### src/mavx_pkg.sv
`default_nettype none
// ----------------------------------------------------------------------------
// mavx_pkg
// Shared types and constants of the moving average crossover detector.
// ----------------------------------------------------------------------------
package mavx_pkg;

	// Deepest long window. The ring is addressed modulo this depth, so it is
	// kept a power of two.
	localparam int MAX_LONG_WINDOW = 256;
	localparam int RING_AW         = $clog2(MAX_LONG_WINDOW);
	localparam int FILL_W          = $clog2(MAX_LONG_WINDOW + 1);

	localparam int PRICE_W = 32;
	localparam int SUM_W   = 40;
	localparam int TIME_W  = 64;
	localparam int SYM_W   = 16;
	localparam int SP_W    = 8;
	localparam int LP_W    = 9;
	localparam int PROD_W  = SUM_W + LP_W;

	localparam int CFG_IDX_W  = 2;
	localparam int CFG_DATA_W = 16;

	// Result queue in front of the output port.
	localparam int OUT_DEPTH = 8;
	localparam int OUT_AW    = $clog2(OUT_DEPTH);
	localparam int OUT_CW    = $clog2(OUT_DEPTH + 1);

	typedef enum logic [CFG_IDX_W-1:0] {
		CFG_SYMBOL = 2'd0,
		CFG_SHORT  = 2'd1,
		CFG_LONG   = 2'd2
	} cfg_idx_t;

	localparam logic OP_HISTORY = 1'b0;
	localparam logic OP_LIVE    = 1'b1;

	localparam logic DIR_BUY  = 1'b0;
	localparam logic DIR_SELL = 1'b1;

	typedef struct packed {
		logic [TIME_W-1:0] stamp;
		logic              dir;
	} result_t;

endpackage
`default_nettype wire

### src/mavx_out_fifo.sv
`default_nettype none
// ----------------------------------------------------------------------------
// mavx_out_fifo
// Small result queue that decouples the pipeline from the output receiver.
// ----------------------------------------------------------------------------
module mavx_out_fifo import mavx_pkg::*; (
	input  wire logic              clk,
	input  wire logic              arst_n,
	input  wire logic              push,
	input  wire result_t           push_data,
	input  wire logic              pop,
	output result_t                head,
	output logic                   not_empty,
	output logic      [OUT_CW-1:0] count
);

	result_t           mem_q [OUT_DEPTH];
	logic [OUT_AW-1:0] wr_ptr_q;
	logic [OUT_AW-1:0] rd_ptr_q;
	logic [OUT_CW-1:0] count_q;

	always_ff @(posedge clk or negedge arst_n) begin
		if (!arst_n) begin
			wr_ptr_q <= '0;
			rd_ptr_q <= '0;
			count_q  <= '0;
		end else begin
			if (push) begin
				wr_ptr_q <= wr_ptr_q + OUT_AW'(1);
			end
			if (pop) begin
				rd_ptr_q <= rd_ptr_q + OUT_AW'(1);
			end
			if (push && !pop) begin
				count_q <= count_q + OUT_CW'(1);
			end else if (!push && pop) begin
				count_q <= count_q - OUT_CW'(1);
			end
		end
	end

	always_ff @(posedge clk) begin
		if (push) begin
			mem_q[wr_ptr_q] <= push_data;
		end
	end

	assign head      = mem_q[rd_ptr_q];
	assign not_empty = (count_q != '0);
	assign count     = count_q;

endmodule
`default_nettype wire

### config.mk
export PLATFORM = sky130hd
export DESIGN_NAME = mavx_out_fifo
export DESIGN_NICKNAME = d
export VERILOG_FILES = /design/src/mavx_pkg.sv /design/src/mavx_out_fifo.sv
export SDC_FILE = /design/constraint.sdc
export NUM_CORES = 1
export LEC_CHECK = 0
export BUFFER_PORTS_ARGS = -buffer_cell sky130_fd_sc_hd__buf_2
export CELL_PAD_IN_SITES_DETAIL_PLACEMENT = 0
export CELL_PAD_IN_SITES_GLOBAL_PLACEMENT = 1
export CORE_MARGIN = 2
export CORE_UTILIZATION = 35
export CTS_CLUSTER_DIAMETER = 60
export CTS_CLUSTER_SIZE = 25
export DETAILED_ROUTE_END_ITERATION = 8
export PLACE_DENSITY = 0.52
export SYNTH_ARGS = -nofsm -noshare
export SYNTH_HDL_FRONTEND = slang
export SYNTH_SLANG_ARGS = --single-unit
### constraint.sdc
create_clock -name clk -period 6.82 [get_ports clk]
set_input_delay 1.705 -clock clk [delete_from_list [all_inputs] [get_ports clk]]
set_output_delay 1.705 -clock clk [all_outputs]
set_load 0.005 [all_outputs]
==> results of run 1 <==
cell type report:
type,instances,area [sq um],area share (%)
sequential,530,15900,68.2
multi-input combinational,241,4050,17.4
clock buffer,45,1130,4.84
tap,756,946,4.06
timing repair buffer,162,896,3.85
clock inverter,33,364,1.56
inverter,2,7.51,0.0323
antenna,1,2.50,0.0108
registers in the layout, indices dropped and copies added, names as in the netlist:
register / flops
wr_ptr_q: 3
rd_ptr_q: 3
count: 4
mem_q: 520
synth_stat cells, types with 3 or more instances:
cell type and instances:
buf_2 12, buf_6 10, clkbuf_1 16, dfrtp_1 10
edfxtp_1 520, ha_1 5, mux2_2 68, mux4_2 130
nand2_1 6, nand2b_1 3, nor2_1 6, nor3_1 3
xnor2_1 4
through the flow:
stage / area [sq um] / total power, W / utilization [%] / setup WS, ps
floorplan: 20100 / 0.00624 / - / 35.0
global placement: 21800 / 0.00730 / 38.5 / 2390
detailed placement: 21800 / 0.00731 / 38.5 / 2380
CTS: 23300 / 0.00996 / 41.1 / 1740
global route: 23300 / 0.0102 / 41.1 / 1610
finish: 23300 / 0.00973 / 41.1 / 1900
kinds of logic after synthesis:
logic type               count (synthesis)  share of synthesized area, %
AND/OR/NAND/NOR                         24                         0.585
adder cells (fa/ha/maj)                  6                         0.411
buffers and inverters                   40                          1.20
XOR/XNOR                                 6                         0.261
AO/OA/AOI/OAI                            6                         0.205
multiplexers                           199                          18.4
flip-flops                             530                          78.9
critical path: cells and delay by family (launching register included):
family                 cells  cell delay [ps]
multiplexers               2              850
buffers and inverters      2              680
flip-flops                 1             1060
how the worst min path moves through the flow:
stage,startpoint,endpoint,slack (ps),cells past startpoint
2_1_floorplan,count[2],count[2],510,2
3_3_place_gp,count[2],count[2],530,2
3_5_place_dp,count[2],count[2],540,2
4_1_cts,count[2],count[2],570,2
5_1_grt,wr_ptr_q[1],wr_ptr_q[1],590,1
6_report,count[2],count[2],560,2
where the power goes:
| part | internal, W | switching (W) | leakage (nW) |
|---|---|---|---|
| clock | 0.00137 | 0.00125 | 0.712 |
| combinational | 0.00142 | 0.00133 | 1.89 |
| sequential | 0.00409 | 0.000271 | 4.84 |
metal layers:
metal,global-route usage [%],routed length (um)
met1,19.9,19300
met4,3.44,766
met3,3.21,1840
met5,0,55
met2,22.9,20100
==> impl_metrics.yaml, run 1 <==
clock_network:
  cts_tree: "done"
  root_buffer: "clkbuf_16"
  postCtsHoldBufs: 0
  htree_num_levels: 2
  post_cts_buffers: 0
  cts-buffers-inserted: 43
  cts_buffer_depth: 3
  clock_latency_ps: 570
  ctsResizeCount: 0
  numClockSinks: 530
  clk_pin_slew_ps: 80
sta:
  grt_setup_unrepaired: "no"
  relSlewSlack_pct: 23.1
  fmax_ghz: 0.203
  slew_violations: 0
  fin_skew_ps: 15.5
  hold_viol_final: 0
  worst-slew-pin-transition_ps: 1150
  min_period_ps: 4920
  hold-worst-slack_ps: 563
  setup_tns_ps: 0
  post-route-period-util_pct: 72.2
  setup_viol_count_final: 0
placement:
  dp_hpwl_mm: 22.3
  io_buffers: 138
  gp_congestion: 0.694
  dp.cells: 1691
synthesis:
  synth-edff-count: 520
  synth.distinct_cells: 25
  yosys.area.top_type: "edfxtp_1"
  synthCells: 811
  syn-num-nets: 886
  synthArstFlopShare_pct: 1.89
  synth-seq-cells: 530
  synth_area_leaders: "edfxtp_1, mux4_2, mux2_2"
  ys_warn_count: 0
  synth_top_area_share_pct: 77.7
  syn_avg_cell_area_sq_um: 24.8
  synth_flop_cell: "edfxtp_1"
  ys_seq_area_share_pct: 78.9
  synthesis.area_sq_um: 20100
finish:
  n_fill_cell: 4975
  instances_no_fill: 1770
  drive_above_1_share_pct: 43.9
  syn2layout_area_growth_pct: 15.8
  layout_commonest_cell: "edfxtp_1"
  final_nets: 1055
  final_cell_mix: "edfxtp_1, buf_2, mux4_2"
routing:
  drtPass1Iterations: 6
  drcViolationCount: 0
  detail-route-antenna-nets: 0
  wl_per_cell_um: 23.8
  drt_iter0_markers: 612
  num_vias: 8740
  wirelength_mm: 42.1
  avgViaCountPerCell: 4.94
setup_path:
  startpoint: "rd_ptr_q[0]"
  worst-r2r-cell-count: 3
  setup.worst_path.end_class: "output port"
  crit_type: "reg2out"
  crit-reg2reg-launch: "wr_ptr_q[1]"
  r2r-end: "mem_q[4][54]"
  crit_end: "head[27]"
  cp_cell_sequence: "buf_4 > mux4_2 > mux2_2 > buf_2"
  max_stage_delay_ps: 1060
  critPathArrivalTime_ps: 3220
  startpoint_type: "flip-flop"
  required_ps: 5120
  path_max_fanout: 44
  r2r_slack_ps: 4200
  cp_slowest_cell: "dfrtp_4"
die:
  start_util_pct: 35.5
  die_h_um: 244
  dieArea_sq_um: 59400
  core_sq_um: 56600
  io_pins: 139
  row_count: 87
  die-width_um: 244
flow_run:
  cap_violations: 0
power:
  ir_drop_mv: 0.237
  p_leak_nw: 7.44
  power_density_nw_per_um2: 418
outcome:
  status: "finished, final reports clean"
global_routing:
  grt_pass1_wl_mm: 62.0
  grt_pass1_vias: 9287
  grt-ovfl-total: 0
  grt_max_degree: 73
  grt_util_all_layers_pct: 14.3
  antenna_found_initial: 4
worst_hold_path:
  hp-class: "reg2reg"
Power figures use the tool's default switching activity.
==> run 2: changes to the inputs <==
==> constraint.sdc (replaced) <==
create_clock -name clk -period 4.58 [get_ports clk]
set_input_delay 1.145 -clock clk [delete_from_list [all_inputs] [get_ports clk]]
set_output_delay 1.145 -clock clk [all_outputs]
set_load 0.005 [all_outputs]
==> run 2 against run 1 <==
- cell count is 0.28% higher
- via count is 0.21% higher
- final area is 0.89% higher
- critical path depth stayed put
- sequential power is 49% higher
- combinational power is 52% higher
- largest cell class unchanged
==> impl_metrics.yaml, run 2 (synthesis results as in run 1) <==
global_routing:
  grt_pass1_wl_mm: 61.8
  grt-ovfl-total: 0
  grt_pass1_vias: 9347
  grt_util_all_layers_pct: 14.2
  grt_max_degree: 49
  antenna_found_initial: 5
power:
  power_density_nw_per_um2: 627
  design_power_total_w: 0.0147
  ir_drop_mv: 0.255
  p_leak_nw: 7.54
routing:
  drtPass1Iterations: 4
  num_vias: 8758
  detail-route-antenna-nets: 0
  avgViaCountPerCell: 4.93
  drcViolationCount: 0
  wirelength_mm: 41.6
  drt_iter0_markers: 595
  wl_per_cell_um: 23.5
setup_path:
  cp_slowest_cell: "dfrtp_4"
  r2r-end: "mem_q[7][19]"
  setup.worst_path.end_class: "output port"
  worst-r2r-cell-count: 3
  path_max_fanout: 21
  crit-reg2reg-launch: "wr_ptr_q[0]"
  cp_cell_sequence: "buf_4 > mux4_2 > mux2_2 > buf_2"
  path_delay_family: "multiplexers"
  critPathArrivalTime_ps: 2700
  crit_type: "reg2out"
  required_ps: 3430
  startpoint_type: "flip-flop"
  r2r_slack_ps: 2490
  worst-path-buf-inv: 2
  max_stage_delay_ps: 730
die:
  row_count: 87
  io_pins: 139
  die-width_um: 244
  die_h_um: 244
  core_sq_um: 56600
  start_util_pct: 35.5
  dieArea_sq_um: 59400
finish:
  drive_above_1_share_pct: 44.5
  n_fill_cell: 4960
  multi_input_area_sq_um: 4070
  final_nets: 1057
  largest_reg_flops: 520
  fin_area_sq_um: 23500
  regMostFlops: "mem_q"
  syn2layout_area_growth_pct: 16.8
  register_area_sq_um: 15900
  layout_commonest_cell: "edfxtp_1"
  final_cell_mix: "edfxtp_1, buf_2, mux4_2"
sta:
  slew_violations: 0
  grt_setup_unrepaired: "no"
  setup_tns_ps: 0
  worst-slew-pin-transition_ps: 845
  min_period_ps: 3850
  fin_skew_ps: 37.9
  setup_viol_count_final: 0
  fin_ws_ps: 733
  relSlewSlack_pct: 43.7
  post-route-period-util_pct: 84.0
  fmax_ghz: 0.260
  hold_viol_final: 0
clock_network:
  post_cts_buffers: 0
  postCtsHoldBufs: 0
  cts_tree: "done"
  ctsResizeCount: 0
  root_buffer: "clkbuf_16"
  htree_num_levels: 2
  cts_buffer_depth: 3
  clock_latency_ps: 600
  cts-buffers-inserted: 44
  clk_pin_slew_ps: 70
  numClockSinks: 530
placement:
  gp_congestion: 0.674
  io_buffers: 138
  dp_slack_ps: 1250
  dp_hpwl_mm: 21.8
  place_area_sq_um: 21900
flow_run:
  cap_violations: 0
outcome:
  status: "finished, final reports clean"
worst_hold_path:
  hp-class: "in2async"
==> run 2: changes by cell type in the layout (fill, tap and decap cells not counted), moves of 2 or more <==
cell / delta
clkinv_1: -4
clkinvlp_4: -5
inv_8: +3
nor3_4: +2
clkinv_4: +3
clkinv_8: +4
nor3_2: -2
buf_12: +7
buf_4: -6
==> run 2: report_power, final <==
group          internal (W)  switching (W)
clock               0.00206        0.00199
sequential          0.00609       0.000406
combinational       0.00219        0.00198
==> run 2: how the worst max path moves through the flow <==
stage	startpoint	endpoint	slack, ps	cells past startpoint
CTS	rd_ptr_q[0]	head[12]	620	4
global placement	rd_ptr_q[0]	head[57]	1250	4
finish	rd_ptr_q[0]	head[55]	730	4
floorplan	push	mem_q[1][0]	100	2
global route	rd_ptr_q[0]	head[8]	560	4
detailed placement	rd_ptr_q[0]	head[55]	1250	4
==> run 2: cell type report <==
class / instances / area share (%)
clock inverter: 36 / 1.97
multi-input combinational: 241 / 17.3
sequential: 530 / 67.6
clock buffer: 45 / 4.80
inverter: 2 / 0.0320
tap: 756 / 4.03
antenna: 2 / 0.0213
timing repair buffer: 163 / 4.22
==> run 2: stage by stage <==
step	utilization [%]	hold WS (ps)	cells
2_1_floorplan	-	513	811
3_3_place_gp	38.7	534	1692
3_5_place_dp	38.7	537	1692
4_1_cts	41.5	417	1773
5_1_grt	41.5	433	1774
6_report	41.5	441	1775
==> run 2: metal layers <==
layer | track usage (%) | routed length, um | part of all wire, % | vias up
li1 | - | - | - | 3809
met1 | 20.0 | 19600 | 47 | 4716
met2 | 22.2 | 19400 | 47 | 158
met3 | 3.10 | 1670 | 4.0 | 69
met4 | 3.96 | 959 | 2.3 | 6
met5 | 0 | 37 | 0.089 | -
